File: src/rtl/frb_pkg.sv
// shared types, codes and helper functions of the frame response builder
package frb_pkg;

	// frame geometry: up to 25 body bytes followed by one crc byte
	localparam int FRAME_BYTES = 25;
	localparam int FRAME_W     = FRAME_BYTES * 8;
	localparam int LEN_W       = 5;
	localparam int TAIL_BYTES  = 9;
	localparam int ADDR_W      = 56;
	localparam int TIME_W      = 48;
	localparam int CRC_FIRST   = 2;

	// default depth of the job queue between front and back
	localparam int DEFAULT_QUEUE_DEPTH = 2;

	// request kinds on the func field
	localparam logic [1:0] FUNC_RX      = 2'd0;
	localparam logic [1:0] FUNC_STAT    = 2'd1;
	localparam logic [1:0] FUNC_STAT_EE = 2'd2;
	localparam logic [1:0] FUNC_POLL    = 2'd3;

	// command and frame type bytes
	localparam logic [7:0] CMD_REG      = 8'h90;
	localparam logic [7:0] CMD_REG_ALT  = 8'h89;
	localparam logic [7:0] CMD_ACK      = 8'h91;
	localparam logic [7:0] CMD_TIME     = 8'hF3;
	localparam logic [7:0] TYPE_STAT    = 8'h93;
	localparam logic [7:0] TYPE_STAT_EE = 8'hEE;
	localparam logic [7:0] TYPE_POLL    = 8'h88;
	localparam logic [7:0] LEAD_BYTE    = 8'h7E;

	// payload length bytes
	localparam logic [7:0] PLEN_POLL = 8'h01;
	localparam logic [7:0] PLEN_ACK  = 8'h02;
	localparam logic [7:0] PLEN_REG  = 8'h03;
	localparam logic [7:0] PLEN_TIME = 8'h07;

	// total frame lengths including the crc byte
	localparam logic [LEN_W-1:0] LEN_POLL = 5'd20;
	localparam logic [LEN_W-1:0] LEN_STAT = 5'd21;
	localparam logic [LEN_W-1:0] LEN_ACK  = 5'd21;
	localparam logic [LEN_W-1:0] LEN_REG  = 5'd22;
	localparam logic [LEN_W-1:0] LEN_TIME = 5'd26;

	// request frame byte positions
	localparam logic [LEN_W-1:0] POS_LEAD_HI = 5'd0;
	localparam logic [LEN_W-1:0] POS_LEAD_LO = 5'd1;
	localparam int               POS_PEER    = 9;
	localparam logic [LEN_W-1:0] POS_CMD     = 5'd18;
	localparam logic [LEN_W-1:0] POS_MAX     = 5'd31;

	// crc-8, reflected polynomial
	localparam logic [7:0] CRC_POLY = 8'h8C;

	// check code weights per own address byte, first byte first
	localparam logic [3:0] CHECK_WEIGHT [7] = '{4'd3, 4'd6, 4'd0, 4'd9, 4'd7, 4'd4, 4'd10};

	// one frame to send: body bytes first byte in the top bits, plus total length
	typedef struct packed {
		logic [FRAME_W-1:0] frame;
		logic [LEN_W-1:0]   len;
	} job_t;

	// fold one byte into the running crc
	function automatic logic [7:0] crc8_byte(input logic [7:0] crc, input logic [7:0] data);
		logic [7:0] c;
		c = crc ^ data;
		for (int b = 0; b < 8; b++) begin
			c = c[0] ? ((c >> 1) ^ CRC_POLY) : (c >> 1);
		end
		return c;
	endfunction

endpackage

File: src/rtl/frb_queue.sv
// short job queue between the front and the back
module frb_queue #(
	parameter int DEPTH = 2
) (
	input  logic          clk,
	input  logic          arst_n,
	input  logic          push,
	input  frb_pkg::job_t push_job,
	output logic          full,
	input  logic          pop,
	output logic          avail,
	output frb_pkg::job_t head_job
);
	import frb_pkg::*;

	localparam int PTR_W = (DEPTH > 1) ? $clog2(DEPTH) : 1;
	localparam int CNT_W = $clog2(DEPTH + 1);
	localparam logic [PTR_W-1:0] PTR_LAST = PTR_W'(DEPTH - 1);
	localparam logic [CNT_W-1:0] CNT_FULL = CNT_W'(DEPTH);

	job_t             mem_q [DEPTH];
	logic [PTR_W-1:0] wr_ptr_q;
	logic [PTR_W-1:0] rd_ptr_q;
	logic [CNT_W-1:0] count_q;

	assign full     = (count_q == CNT_FULL);
	assign avail    = (count_q != '0);
	assign head_job = mem_q[rd_ptr_q];

	// entry storage
	always_ff @(posedge clk) begin
		if (push) begin
			mem_q[wr_ptr_q] <= push_job;
		end
	end

	// pointers and fill count
	always_ff @(posedge clk or negedge arst_n) begin
		if (!arst_n) begin
			wr_ptr_q <= '0;
			rd_ptr_q <= '0;
			count_q  <= '0;
		end else begin
			if (push) begin
				wr_ptr_q <= (wr_ptr_q == PTR_LAST) ? '0 : wr_ptr_q + 1'b1;
			end
			if (pop) begin
				rd_ptr_q <= (rd_ptr_q == PTR_LAST) ? '0 : rd_ptr_q + 1'b1;
			end
			if (push && !pop) begin
				count_q <= count_q + 1'b1;
			end else if (pop && !push) begin
				count_q <= count_q - 1'b1;
			end
		end
	end

endmodule

File: src/rtl/frb_front.sv
// front: takes input words, tracks the request frame, builds reply jobs
module frb_front (
	input  logic                          clk,
	input  logic                          arst_n,
	input  logic                          in_valid,
	output logic                          in_ready,
	input  logic [1:0]                    func,
	input  logic [7:0]                    rx_byte,
	input  logic                          rx_last,
	input  logic [frb_pkg::ADDR_W-1:0]    dest_addr,
	input  logic [frb_pkg::ADDR_W-1:0]    source_addr,
	input  logic [7:0]                    status_code,
	input  logic [frb_pkg::TIME_W-1:0]    clock_time,
	input  logic                          cfg_valid,
	output logic                          cfg_ready,
	input  logic [frb_pkg::ADDR_W-1:0]    own_mac,
	input  logic                          q_full,
	output logic                          push,
	output frb_pkg::job_t                 push_job
);
	import frb_pkg::*;

	logic [ADDR_W-1:0] own_mac_q;
	logic [LEN_W-1:0]  pos_q;
	logic [15:0]       lead_q;
	logic [ADDR_W-1:0] peer_q;
	logic [7:0]        cmd_q;

	logic [15:0]       lead_n;
	logic [ADDR_W-1:0] peer_n;
	logic [7:0]        cmd_n;
	logic [15:0]       check;
	logic              accept;
	logic              rx_accept;
	logic [15:0]       head;
	logic [ADDR_W-1:0] addr_a;
	logic [ADDR_W-1:0] addr_b;
	logic [TAIL_BYTES*8-1:0] tail;
	logic [LEN_W-1:0]  len;
	logic              has_frame;

	assign cfg_ready = 1'b1;
	assign in_ready  = !q_full;
	assign accept    = in_valid && in_ready;
	assign rx_accept = accept && (func == FUNC_RX);

	// receive state after taking the current byte
	always_comb begin
		lead_n = lead_q;
		peer_n = peer_q;
		cmd_n  = cmd_q;
		if (pos_q == POS_LEAD_HI) begin
			peer_n       = '0;
			cmd_n        = '0;
			lead_n[15:8] = rx_byte;
		end else if (pos_q == POS_LEAD_LO) begin
			lead_n[7:0] = rx_byte;
		end else if (pos_q == POS_CMD) begin
			cmd_n = rx_byte;
		end
		for (int i = 0; i < 7; i++) begin
			if (pos_q == LEN_W'(POS_PEER + i)) begin
				peer_n[(6-i)*8 +: 8] = rx_byte;
			end
		end
	end

	// weighted check code over own address bytes taken as signed
	always_comb begin
		logic [7:0] b;
		check = '0;
		for (int i = 0; i < 7; i++) begin
			b     = own_mac_q[(6-i)*8 +: 8];
			check = check + ({{8{b[7]}}, b} * {12'd0, CHECK_WEIGHT[i]});
		end
	end

	// classify and lay out the reply frame
	always_comb begin
		head      = {LEAD_BYTE, LEAD_BYTE};
		addr_a    = '0;
		addr_b    = source_addr;
		tail      = '0;
		len       = LEN_STAT;
		has_frame = 1'b1;
		case (func)
			FUNC_RX: begin
				head   = lead_n;
				addr_a = peer_n;
				addr_b = own_mac_q;
				case (cmd_n)
					CMD_ACK: begin
						tail = {8'h00, PLEN_ACK, CMD_ACK, 8'h00, 40'h0};
						len  = LEN_ACK;
					end
					CMD_TIME: begin
						tail = {8'h00, PLEN_TIME, CMD_TIME, clock_time};
						len  = LEN_TIME;
					end
					CMD_REG, CMD_REG_ALT: begin
						tail = {8'h00, PLEN_REG, CMD_REG, check, 32'h0};
						len  = LEN_REG;
					end
					default: begin
						has_frame = 1'b0;
					end
				endcase
			end
			FUNC_STAT: begin
				tail = {8'h00, PLEN_ACK, TYPE_STAT, status_code, 40'h0};
			end
			FUNC_STAT_EE: begin
				tail = {8'h00, PLEN_ACK, TYPE_STAT_EE, status_code, 40'h0};
			end
			FUNC_POLL: begin
				addr_a = dest_addr;
				tail   = {8'h00, PLEN_POLL, TYPE_POLL, 48'h0};
				len    = LEN_POLL;
			end
			default: begin
				has_frame = 1'b0;
			end
		endcase
	end

	assign push           = accept && has_frame && ((func != FUNC_RX) || rx_last);
	assign push_job.frame = {head, addr_a, addr_b, tail};
	assign push_job.len   = len;

	// own address register
	always_ff @(posedge clk or negedge arst_n) begin
		if (!arst_n) begin
			own_mac_q <= '0;
		end else if (cfg_valid && cfg_ready) begin
			own_mac_q <= own_mac;
		end
	end

	// request frame tracking
	always_ff @(posedge clk or negedge arst_n) begin
		if (!arst_n) begin
			pos_q  <= '0;
			lead_q <= '0;
			peer_q <= '0;
			cmd_q  <= '0;
		end else if (rx_accept) begin
			lead_q <= lead_n;
			peer_q <= peer_n;
			cmd_q  <= cmd_n;
			if (rx_last) begin
				pos_q <= '0;
			end else if (pos_q != POS_MAX) begin
				pos_q <= pos_q + 1'b1;
			end
		end
	end

endmodule

File: src/rtl/frb_back.sv
// back: sends one queued frame a byte per word and appends the crc
module frb_back (
	input  logic          clk,
	input  logic          arst_n,
	input  logic          q_avail,
	input  frb_pkg::job_t q_job,
	output logic          pop,
	output logic          out_valid,
	input  logic          out_ready,
	output logic [7:0]    tx_byte,
	output logic          tx_last
);
	import frb_pkg::*;

	logic [FRAME_W-1:0] sr_q;
	logic [LEN_W-1:0]   len_q;
	logic [LEN_W-1:0]   idx_q;
	logic [7:0]         crc_q;
	logic               busy_q;
	logic               out_accept;

	assign out_valid  = busy_q;
	assign tx_last    = busy_q && (idx_q == len_q - 1'b1);
	assign tx_byte    = tx_last ? crc_q : sr_q[FRAME_W-1 -: 8];
	assign out_accept = out_valid && out_ready;
	assign pop        = q_avail && (!busy_q || (out_accept && tx_last));

	// frame shifter and crc
	always_ff @(posedge clk) begin
		if (pop) begin
			sr_q  <= q_job.frame;
			crc_q <= '0;
		end else if (out_accept && !tx_last) begin
			sr_q <= {sr_q[FRAME_W-9:0], 8'h00};
			if (idx_q >= LEN_W'(CRC_FIRST)) begin
				crc_q <= crc8_byte(crc_q, tx_byte);
			end
		end
	end

	// send control
	always_ff @(posedge clk or negedge arst_n) begin
		if (!arst_n) begin
			busy_q <= 1'b0;
			len_q  <= '0;
			idx_q  <= '0;
		end else if (pop) begin
			busy_q <= 1'b1;
			len_q  <= q_job.len;
			idx_q  <= '0;
		end else if (out_accept) begin
			if (tx_last) begin
				busy_q <= 1'b0;
			end else begin
				idx_q <= idx_q + 1'b1;
			end
		end
	end

	// position never runs past the frame end
	a_idx_in_frame: assert property (@(posedge clk) disable iff (!arst_n)
		busy_q |-> (idx_q < len_q))
		else $error("send position past frame end");

	// a new frame is loaded only when the previous one is done
	a_pop_when_done: assert property (@(posedge clk) disable iff (!arst_n)
		pop |-> (!busy_q || (out_ready && tx_last)))
		else $error("frame loaded over one in flight");

	// the last word with nothing queued leaves the output empty
	a_idle_after_last: assert property (@(posedge clk) disable iff (!arst_n)
		(out_accept && tx_last && !q_avail) |=> !out_valid)
		else $error("output still valid after final word");

endmodule

File: src/rtl/frame_response_builder_core.sv
// top level of the frame response builder: front, job queue and back
//
// channel | handshake            | words
// --------+----------------------+--------------------------------------------
// in      | in_valid / in_ready  | func, rx_byte, rx_last, addresses, status, time
// cfg     | cfg_valid / cfg_ready| own_mac, always ready
// out     | out_valid / out_ready| tx_byte, tx_last
//
// input words are taken one per cycle while the job queue has room; a request
// byte that completes no reply is taken but pushes no job.
// a reply frame of 20 to 26 bytes leaves one byte per cycle while out_ready is high, the crc last;
// the back loads the next queued frame in the cycle the previous crc is taken.
// the front stalls only when the job queue is full; the back stalls on out_ready.
// reset clears the receive state, own_mac, the queue and the send control.
module frame_response_builder_core #(
	parameter int QUEUE_DEPTH = frb_pkg::DEFAULT_QUEUE_DEPTH
) (
	input  logic                          clk,
	input  logic                          arst_n,
	input  logic                          in_valid,
	output logic                          in_ready,
	input  logic [1:0]                    func,
	input  logic [7:0]                    rx_byte,
	input  logic                          rx_last,
	input  logic [frb_pkg::ADDR_W-1:0]    dest_addr,
	input  logic [frb_pkg::ADDR_W-1:0]    source_addr,
	input  logic [7:0]                    status_code,
	input  logic [frb_pkg::TIME_W-1:0]    clock_time,
	input  logic                          cfg_valid,
	output logic                          cfg_ready,
	input  logic [frb_pkg::ADDR_W-1:0]    own_mac,
	output logic                          out_valid,
	input  logic                          out_ready,
	output logic [7:0]                    tx_byte,
	output logic                          tx_last
);
	import frb_pkg::*;

	logic q_full;
	logic q_push;
	logic q_pop;
	logic q_avail;
	job_t push_job;
	job_t head_job;

	// request tracking and job build
	frb_front u_front (
		.clk         (clk),
		.arst_n      (arst_n),
		.in_valid    (in_valid),
		.in_ready    (in_ready),
		.func        (func),
		.rx_byte     (rx_byte),
		.rx_last     (rx_last),
		.dest_addr   (dest_addr),
		.source_addr (source_addr),
		.status_code (status_code),
		.clock_time  (clock_time),
		.cfg_valid   (cfg_valid),
		.cfg_ready   (cfg_ready),
		.own_mac     (own_mac),
		.q_full      (q_full),
		.push        (q_push),
		.push_job    (push_job)
	);

	// job queue
	frb_queue #(
		.DEPTH (QUEUE_DEPTH)
	) u_queue (
		.clk      (clk),
		.arst_n   (arst_n),
		.push     (q_push),
		.push_job (push_job),
		.full     (q_full),
		.pop      (q_pop),
		.avail    (q_avail),
		.head_job (head_job)
	);

	// byte sender with crc
	frb_back u_back (
		.clk       (clk),
		.arst_n    (arst_n),
		.q_avail   (q_avail),
		.q_job     (head_job),
		.pop       (q_pop),
		.out_valid (out_valid),
		.out_ready (out_ready),
		.tx_byte   (tx_byte),
		.tx_last   (tx_last)
	);

endmodule

File: config.mk
export PLATFORM = sky130hd
export DESIGN_NAME = frame_response_builder_core
export DESIGN_NICKNAME = d
export VERILOG_FILES = /design/src/rtl/frb_pkg.sv /design/src/rtl/frb_queue.sv /design/src/rtl/frb_front.sv /design/src/rtl/frb_back.sv /design/src/rtl/frame_response_builder_core.sv
export SDC_FILE = /design/constraint.sdc
export NUM_CORES = 1
export LEC_CHECK = 0
export ABC_AREA = 1
export BUFFER_PORTS_ARGS = -buffer_cell sky130_fd_sc_hd__clkbuf_2
export CORE_ASPECT_RATIO = 1.4
export CORE_MARGIN = 2
export CORE_UTILIZATION = 61
export CTS_BUF_LIST = sky130_fd_sc_hd__clkbuf_8 sky130_fd_sc_hd__clkbuf_16
export CTS_CLUSTER_SIZE = 12
export DETAILED_ROUTE_END_ITERATION = 6
export HOLD_SLACK_MARGIN = 0.03
export PLACE_DENSITY = 0.8
export SLEW_MARGIN = 20
export SYNTH_ARGS = -nofsm -noshare
export SYNTH_HDL_FRONTEND = slang
export SYNTH_SLANG_ARGS = --single-unit
File: constraint.sdc
create_clock -name clk -period 14.4 [get_ports clk]
set_input_delay 2.88 -clock clk [delete_from_list [all_inputs] [get_ports clk]]
set_output_delay 2.88 -clock clk [all_outputs]
set_load 0.01 [all_outputs]
* Word level (Yosys, flattened, before mapping)
Memory sizes are Yosys's and may differ from the RTL's.
Index checks and enable logic that the tools add are counted.
** Cells by class
- Add/sub/neg operators :: 12
- Multiply operators :: 5
- Magnitude comparators :: 1
- Equality and inequality tests :: 20
- Multiplexer cells :: 48
- Bitwise operators :: 9
- Reductions and logical operators :: 33
** Operator list (number)
- 200-bit two-way mux :: 2
- 72-bit case mux with 4 select lines :: 1
- 59-bit case mux with 3 select lines :: 1
- 8-bit two-way mux :: 22
- 56-bit two-way mux :: 2
- 56-bit case mux with 2 select lines :: 1
- 16-bit adder :: 5
- 5-bit by 4-bit == test with 1-bit output, second input constant :: 7
- 8-bit == test, second input constant :: 4
- 5-bit two-way mux :: 5
- 2-bit inverter with 3-bit output :: 8
- 16-bit by 2-bit multiplier with 15-bit output, second input constant :: 1
- 16-bit by 3-bit multiplier with 15-bit output, second input constant :: 1
- 16-bit two-way mux :: 1
- 2-bit nonzero test :: 7
- 8-bit by 5-bit multiplier with 13-bit output, second input constant :: 1
- 8-bit by 4-bit multiplier with 12-bit output, second input constant :: 1
- 1-bit logical AND :: 11
- 8-bit by 3-bit multiplier with 11-bit output, second input constant :: 1
- 5-bit by 1-bit adder with 5-bit output, second input constant :: 2
- 5-bit case mux with 2 select lines :: 1
- 1-bit two-way mux :: 9
- 4-bit case mux with 2 select lines :: 1
- 2-bit AND reduction :: 4
- other kinds (20) :: 29
** Word-level totals
- Register bits after elaboration :: 364
- RAM bits :: 410
- Input bits :: 240
- Output and inout bits :: 12
- Word-level logic and storage cells :: 142
- Memories kept :: 1
** Memories
- u_queue.mem_q :: words 2, bits a word 205, read ports 1, clocked after memory_dff 0, write ports 1, RTL line frb_queue.sv:21 : job_t mem_q [DEPTH];

* Longest topological paths before layout
Gate-level depths: netlist (run 1).
- Depth after elaboration :: 21
- Depth in mapped cells :: 36
- Gate-level depth less buffers :: 36

* By module
A second synthesis (run 1) with hierarchy kept.
** Unflattened totals
- Cell total of the unflattened synthesis :: 3611
- Area, all modules :: 38425.6 sq um
** Modules (own cells, without submodules)
- frb_queue :: times used 1, cells an instance 663, area an instance 15573.7 sq um, sequential area each 12411.9 sq um
- frb_front :: times used 1, cells an instance 1878, area an instance 12863.6 sq um, sequential area each 3528.4 sq um
- frb_back :: times used 1, cells an instance 1070, area an instance 9988.3 sq um, sequential area each 6441.2 sq um

* Worst setup path after synthesis (run 1)
No wires, ideal clock.
- Kind :: input-to-reg
- From :: input rx_byte[2]
- To :: memory u_queue.mem_q[1][0] (netlist bit) (enable)
- Library setup time :: 0.744 ns
- Arrival :: 11.670 ns
- Data required time :: 13.656 ns
- Slack :: 1.987 ns
- Stages :: 11
- Path buffers :: 0
- Cell sequence :: inv_2 -> nand2_1 -> o211ai_1 -> nand2_1 -> inv_1 -> nand3_1 -> nand2_2 -> inv_4 -> nand4_2 -> nand2_2 -> nor2_1
** Between the ends
- Longest elaborated chain between the ends :: 11
- Elaborated cells between the ends (all ways) :: 14
- Those cells by class :: eq/ne: 4; mux: 7; reduce/logical: 3
** RTL lines
- from (decl) :: RTL line frame_response_builder_core.sv:23 : input logic [7:0] rx_byte,
- 8-bit two-way mux (*) :: RTL line frb_front.sv:58 : end else if (pos_q == POS_CMD) begin
- 8-bit two-way mux (*) :: RTL line frb_front.sv:56 : end else if (pos_q == POS_LEAD_LO) begin
- 8-bit two-way mux (*) :: RTL line frb_front.sv:52 : if (pos_q == POS_LEAD_HI) begin
- 8-bit == test :: RTL line frb_front.sv:91 : case (cmd_n)
- 4-bit OR reduction (no source line) (*)
- 1-bit two-way mux (*) :: RTL line frb_front.sv:91
- 1-bit two-way mux (*) :: RTL line frb_front.sv:86 : case (func)
- 1-bit logical AND (*) (2 in a row) :: RTL line frb_front.sv:126 : assign push = accept && has_frame && ((func != FUNC_RX) || rx_last);
- 1-bit two-way mux (*) :: RTL line frb_queue.sv:32 : if (push) begin
- 1-bit two-way mux (not written as such) (*) :: RTL line frb_queue.sv:33 : mem_q[wr_ptr_q] <= push_job;
- to (decl) :: RTL line frb_queue.sv:21
Every way passes the cells marked *; elsewhere a longest branch is shown, timed or not.

==> impl_metrics.ini, run 1 <==
[status]
outcome = completed

[power_and_ir_drop]
ir_worst_vdd_v = 0.000244
p_leak_nw = 16.7
power_density_mw_per_mm2 = 229

[timing]
finClkSkew_ns = 0.0334
finalCriticalPeriod_ns = 6.18
tns_ns = 0
slew_viol_final = 0
slew_headroom = 0.252
rsz0062_at_grt = false
final-setup-viol-count = 0
max_slew.worst_pin.slew_ns = 1.12
fin_hold_ws_ns = 0.481
hold_viol = 0
fmax_ghz = 0.162
min_period_over_period = 0.429

[detailed_routing]
drt_wl_total_mm = 85.9
drc = 0
ant_nets = 0
viasPerCell = 5.72
routedWlPerCell_microns = 19.2
route.vias.total = 25587
drtPass1Iterations = 5
drtIter0Drc = 2428

[global_routing]
gr-usage-met1 = 0.351
met2_usage = 0.496
antenna_found_initial = 1
grt_use_total = 0.285
grt-busiest-layer = met2
grt_max_degree = 169
grt_pass1_vias = 24833
grt.met3_usage = 0.0363
overflow = 0
grt_pass1_wl_mm = 133

[critical_path]
cpMostUsedCell = inv_1
worstPathMaxFanout = 5
slowest_delay_ns = 0.54
cp_data_required_time_ns = 14.75
reg2reg_depth = 29
path_buf_inv = 6
crit_type = reg2reg
worst_r2r_endpoint = u_queue.mem_q[1][49]
crit_family = adder cells
worstReg2RegStart = u_front.own_mac_q[18]
cp-start-kind = register
cp-end-kind = register
cpMaxStageDelayCell = fa_1
arrival_ns = 6.52
reg2reg_slack_ns = 8.22

[clock_tree]
cts_num_sinks = 744
ctsLongestPathBuffers = 3
cts-htree-levels = 3
post-cts-setup-buffer-count = 0
clk_transition_reported_paths_ns = 0.06
root_buffer = clkbuf_16
clk_latency_ns = 0.63
cts_hold_buf = 0
numCtsBuffers = 75
cts_tree = built
post_cts_resized = 0

[yosys]
ys_warn_count = 0
yosys_register_bits = 744
seq_area_frac_synth = 0.606
synth_area_sq_mm = 0.0354
ys_types = 53
syn_avg_cell_area_sq_um = 10.1
ys.flop_type = edfxtp_1
synth_cells = 3502
synth_nets = 3894
synth_edf_count = 580
synth_async_sr_flop_share = 0.210

[placed_design]
place_congestion = 0.977
placed_area_sq_mm = 0.0370
post-dp-hpwl_mm = 57.3
portBuffers = 250

[floorplan]
dieWidth_microns = 208
die_h_microns = 289
core_sq_mm = 0.0575
start_util = 0.616
rows = 104
ios = 252
die_area_sq_mm = 0.0600

[hold_path]
holdPathStages = 2
min-delay-start = u_front.lead_q[15]
hp-class = reg2reg
holdPathEnd = u_front.lead_q[15]

[cells_and_area]
fillers = 4244
area_delta_synth_final_pct = 11.1
fin_nets = 4067
layout_common_cells = 1,021 x nand2_1, 580 x edfxtp_1, 325 x inv_1
mostFrequentLayoutCell = nand2_1
design_area_sq_mm = 0.0394
drive_above_1_share = 0.114
post-route-util = 0.684

[run]
drv_cap = 0
cells in the mapped netlist, types with 6 or more instances:
cell | number | area share
nand4_1 | 8 | 0.0014
o21ai_0 | 231 | 0.033
dfxtp_1 | 8 | 0.0045
dfrtp_1 | 156 | 0.11
nor2_1 | 298 | 0.032
nor3_1 | 6 | 0.00085
inv_1 | 285 | 0.030
fa_1 | 57 | 0.032
clkbuf_1 | 118 | 0.013
a21oi_1 | 128 | 0.018
buf_1 | 8 | 0.00085
nand2_1 | 1022 | 0.11
o21ai_2 | 6 | 0.0015
buf_2 | 30 | 0.0042
nand3_1 | 110 | 0.016
edfxtp_1 | 580 | 0.49
xor2_1 | 33 | 0.0082
nand2_2 | 7 | 0.0012
ha_1 | 95 | 0.034
inv_2 | 21 | 0.0022
xnor2_1 | 22 | 0.0054
buf_4 | 15 | 0.0032
o21ai_1 | 14 | 0.0020
a31oi_1 | 183 | 0.032
power breakdown:
part	internal (mW)	total [mW]	switching, mW
Combinational	1.30	3.79	2.49
Clock	1.03	1.83	0.801
Sequential	3.13	3.40	0.270
kinds of logic (layout without fill, tap and decap cells):
kind of cell / after synthesis / after routing / synth area share
AND/OR/NAND/NOR: 1469 / 1469 / 0.164
adder cells (fa/ha/maj): 152 / 152 / 0.0658
flip-flops: 744 / 744 / 0.606
buffers and inverters: 484 / 713 / 0.0551
other: 1 / 2 / 0.000106
XOR/XNOR: 57 / 57 / 0.0145
AO/OA/AOI/OAI: 595 / 595 / 0.0943
state kept, by name, summed over array words and instances, names as in the netlist, 5 cells and up:
register,cells
u_queue.mem_q,380
u_back.sr_q,200
u_front.own_mac_q,56
u_front.peer_q,56
u_front.lead_q,16
u_back.crc_q,8
u_front.cmd_q,8
u_back.idx_q,5
u_back.len_q,5
u_front.pos_q,5
worst register-to-register path: cells and delay by family (launching register included):
kind / cells / cell delay [ns]
AOI/OAI and AO/OA: 6 / 0.91
xor gates and xnor gates: 1 / 0.16
adders and majority gates: 7 / 3.04
buffers and inverters: 6 / 0.34
DFF: 1 / 0.42
and+or+nand+nor: 9 / 1.03
layout make-up:
class,instances,area [sq um],area share
clock inverter,55,337,0.00855
inverter,308,1180,0.0299
clock buffer,78,1940,0.0493
tap,742,928,0.0236
timing repair buffer,272,1460,0.0371
antenna,1,2.50,0.0000636
sequential,744,21500,0.546
multi-input combinational,2274,12000,0.306
worst max-delay path by stage:
stage | start | depth (start not counted) | to | slack (ns)
6_report | u_front.own_mac_q[18] | 29 | u_queue.mem_q[1][49] | 8.22
5_1_grt | u_front.own_mac_q[19] | 29 | u_queue.mem_q[1][49] | 7.88
4_1_cts | rx_byte[0] | 13 | u_queue.mem_q[1][136] | 8.30
3_5_place_dp | rx_byte[0] | 13 | u_queue.mem_q[1][131] | 7.65
3_3_place_gp | rx_byte[0] | 13 | u_queue.mem_q[1][115] | 7.75
2_1_floorplan | rx_byte[2] | 11 | u_queue.mem_q[1][0] | 1.99
through the flow:
stage                     instances  setup slack, ns  power (mW)
after floorplan                3502             1.99        6.27
after global placement         4339             7.75        7.06
after detailed placement       4339             7.65        7.18
after CTS                      4472             8.30        9.01
after global routing           4473             7.88        9.63
final                          4474             8.22        9.01
routing by layer:
layer	wire length [microns]	share of wire	vias to the layer above
li1	-	-	12113
met1	32400	0.38	12210
met2	43400	0.51	1074
met3	5700	0.066	190
met4	4360	0.051	0
met5	0	0	-
(Power assumes the default switching activity.)
==> run 2: changes to the inputs <==
--- a/config.mk
+++ b/config.mk
@@ -5,7 +5,7 @@
 export SDC_FILE = /design/constraint.sdc
 export NUM_CORES = 1
 export LEC_CHECK = 0
-export ABC_AREA = 1
+export ABC_AREA = 0
 export BUFFER_PORTS_ARGS = -buffer_cell sky130_fd_sc_hd__clkbuf_2
 export CORE_ASPECT_RATIO = 1.4
 export CORE_MARGIN = 2
@@ -14,7 +14,7 @@
 export CTS_CLUSTER_SIZE = 12
 export DETAILED_ROUTE_END_ITERATION = 6
 export HOLD_SLACK_MARGIN = 0.03
-export PLACE_DENSITY = 0.8
+export PLACE_DENSITY = 0.81
 export SLEW_MARGIN = 20
 export SYNTH_ARGS = -nofsm -noshare
 export SYNTH_HDL_FRONTEND = slang
==> constraint.sdc (replaced) <==
create_clock -name clk -period 6.09 [get_ports clk]
set_input_delay 1.218 -clock clk [delete_from_list [all_inputs] [get_ports clk]]
set_output_delay 1.218 -clock clk [all_outputs]
set_load 0.01 [all_outputs]
==> impl_metrics.ini, run 2 <==
[floorplan]
rows = 103
core_sq_mm = 0.0566
die_h_microns = 287
dieWidth_microns = 206
start_util = 0.618
ios = 252
die_area_sq_mm = 0.0592

[yosys]
synth_common_cells = 580 x edfxtp_1, 306 x nor2_1, 231 x a21oi_1
synth_cells = 2699
synth_largest_area_cell = edfxtp_1
ys_types = 64
syn_avg_cell_area_sq_um = 12.9
ys_warn_count = 0
synth_area_leaders = edfxtp_1 50%, dfrtp_1 11%, mux2i_1 5.7%, mux2_2 4.4%, ha_1 3.4%
synthAdderAreaFrac = 0.0667
synth-compound-area-share = 0.0827
synthXorXnorAreaFrac = 0.0224
synth_edf_count = 580
seq_area_frac_synth = 0.615
synth_top_area_share = 0.498
synth_nets = 3091
ys.flop_type = edfxtp_1
synth_top_family_by_area = multiplexers
synth_async_sr_flop_share = 0.210
yosys_register_bits = 744
synth_area_sq_mm = 0.0349
synth.most_common_cell = edfxtp_1
muxShareOfSynthArea = 0.102
synth-simple-area-share = 0.0803

[clock_tree]
root_buffer = clkbuf_16
clk_transition_reported_paths_ns = 0.06
cts_tree = built
clk_latency_ns = 0.64
cts_num_sinks = 744
cts-htree-levels = 3
ctsLongestPathBuffers = 3
numCtsBuffers = 74
cts_hold_buf = 0

[power_and_ir_drop]
comb_power_share = 0.475
seq_power_share = 0.337
clockPowerShare = 0.189
power_density_mw_per_mm2 = 573
swShare = 0.382
intPower_mw = 13.9
p_switching_mw = 8.63
p_leak_nw = 16.4
ir_worst_vdd_v = 0.000736

[hold_path]
min-delay-start = u_front.peer_q[26]
hp-class = reg2reg

[critical_path]
cp-start-kind = register
cp-end-kind = register
crit_type = reg2reg
reg2reg_slack_ns = 0.04
arrival_ns = 6.38
crit_family = adder cells
crit_start = u_front.own_mac_q[18]
worstPathMaxFanout = 5
path_buf_inv = 2
cp_data_required_time_ns = 6.43
worstReg2RegStart = u_front.own_mac_q[18]
cpMaxStageDelayCell = fa_2
slowest_delay_ns = 0.58

[cells_and_area]
regArea_sq_mm = 0.0215
post-route-util = 0.697
area_delta_synth_final_pct = 12.8
top_regs = u_queue.mem_q (380), u_back.sr_q (200)
regMostFlops = u_queue.mem_q
layout_common_cells = 580 x edfxtp_1, 304 x nor2_1, 249 x clkbuf_2
fin_nets = 3320
num_antenna_cells = 0
multi_input_area_sq_mm = 0.0126
drive_above_1_share = 0.196
fillers = 3861
largest_register_ffs = 380
mostFrequentLayoutCell = edfxtp_1
instances_no_fill = 3719

[detailed_routing]
viasPerCell = 6.00
drtPass1Iterations = 5
drt_wl_total_mm = 83.8
drtIter0Drc = 1737
routedWlPerCell_microns = 22.5
drc = 0
route.vias.total = 22329
ant_nets = 0

[timing]
finClkSkew_ns = 0.0257
min_period_over_period = 0.993
slew_viol_final = 0
final-setup-viol-count = 0
fin_hold_ws_ns = 0.478
worst_slack_ns = 0.0420
max_slew.worst_pin.slew_ns = 1.12
fmax_ghz = 0.165
finalCriticalPeriod_ns = 6.05
slew_headroom = 0.250
rsz0062_at_grt = true
hold_viol = 0

[placed_design]
place_congestion = 0.917
dp_slack_ns = -0.167
placed_cells = 3583
post-dp-hpwl_mm = 55.3
portBuffers = 250

[global_routing]
overflow = 0
grt_max_degree = 191
grt_pass1_vias = 23394
grt_pass1_wl_mm = 128
antenna_found_initial = 3
grt_use_total = 0.284

[status]
outcome = completed

[run]
drv_cap = 0
[run 2: changes by cell type after synthesis, moves of 97 or more]
cell and change:
nand2_1 -798, mux2i_1 +199, a31oi_1 -183, o21ai_0 -182, inv_1 -176, mux2_2 +137
a21oi_1 +103, nand3_1 -97
[run 2: metal layers]
layer | track usage | share of wire | vias to the layer above
li1 | - | - | 10138
met1 | 0.346 | 0.37 | 11050
met3 | 0.0455 | 0.065 | 198
met2 | 0.496 | 0.52 | 937
met4 | 0.128 | 0.040 | 6
met5 | 0 | 0.00054 | -
[run 2: power groups by stage]
stage,sequential [mW],clock [mW],combinational (mW)
floorplan,7.50,0,6.95
global placement,7.62,0,9.39
detailed placement,7.68,0,9.78
CTS,7.60,4.31,9.90
global route,7.71,4.52,11.6
finish,7.61,4.26,10.7
[run 2: layout make-up]
cell class | instances | area share
clock inverter | 51 | 0.00676
sequential | 744 | 0.545
multi-input combinational | 1700 | 0.320
timing repair buffer | 297 | 0.0440
inverter | 111 | 0.0106
clock buffer | 81 | 0.0500
tap | 735 | 0.0233
[run 2: worst reg2reg max path, stage by stage, from the launching register on]
cell      delay, ns
dfrtp_2        0.47
ha_4           0.30
xor2_1         0.18
ha_1           0.29
fa_2           0.37
a21oi_2        0.15
nor2_1         0.06
nor2_2         0.15
o21bai_2       0.10
a21oi_2        0.21
nor3_2         0.05
nor2_1         0.14
xnor2_1        0.12
fa_2           0.58
inv_2          0.04
fa_2           0.34
fa_1           0.49
inv_1          0.07
ha_4           0.26
a21oi_2        0.15
o21ai_0        0.11
a21o_1         0.20
o22a_1         0.20
xnor2_2        0.17
xnor3_1        0.26
xnor2_1        0.15
o21ai_1        0.13
[run 2: timing repair]
item,in CTS,in global routing
hold endpoints to repair,0,0
gates resized for setup,11,31
pin swaps,0,26
buffers inserted,0,4
gates cloned,0,0
setup endpoints to repair,2,8
[run 2: through the flow]
| step | area, sq um | total power [mW] | setup TNS [ns] |
|---|---|---|---|
| 2_1_floorplan | 35000 | 14.4 | 0 |
| 3_3_place_gp | 36900 | 17.0 | 0 |
| 3_5_place_dp | 36900 | 17.5 | -0.333 |
| 4_1_cts | 39200 | 21.8 | 0 |
| 5_1_grt | 39400 | 23.8 | -0.320 |
| 6_report | 39400 | 22.6 | 0 |
[run 2: worst paths after layout]
path,to,cells past startpoint
worst min register to register,u_front.peer_q[26],2
min in group asynchronous,u_back.out_valid,1
worst max-delay path,u_queue.mem_q[1][52],26
worst max register to register,u_queue.mem_q[1][52],26
max in group asynchronous,u_front.own_mac_q[22],2
worst min-delay path,u_front.peer_q[26],2
[run 2: kinds of logic after synthesis]
kind of cell	Yosys count
XOR/XNOR	87
AND/OR/NAND/NOR	659
flip-flops	744
buffers and inverters	255
multiplexers	337
other	1
adder cells (fa/ha/maj)	152
AO/OA/AOI/OAI	464
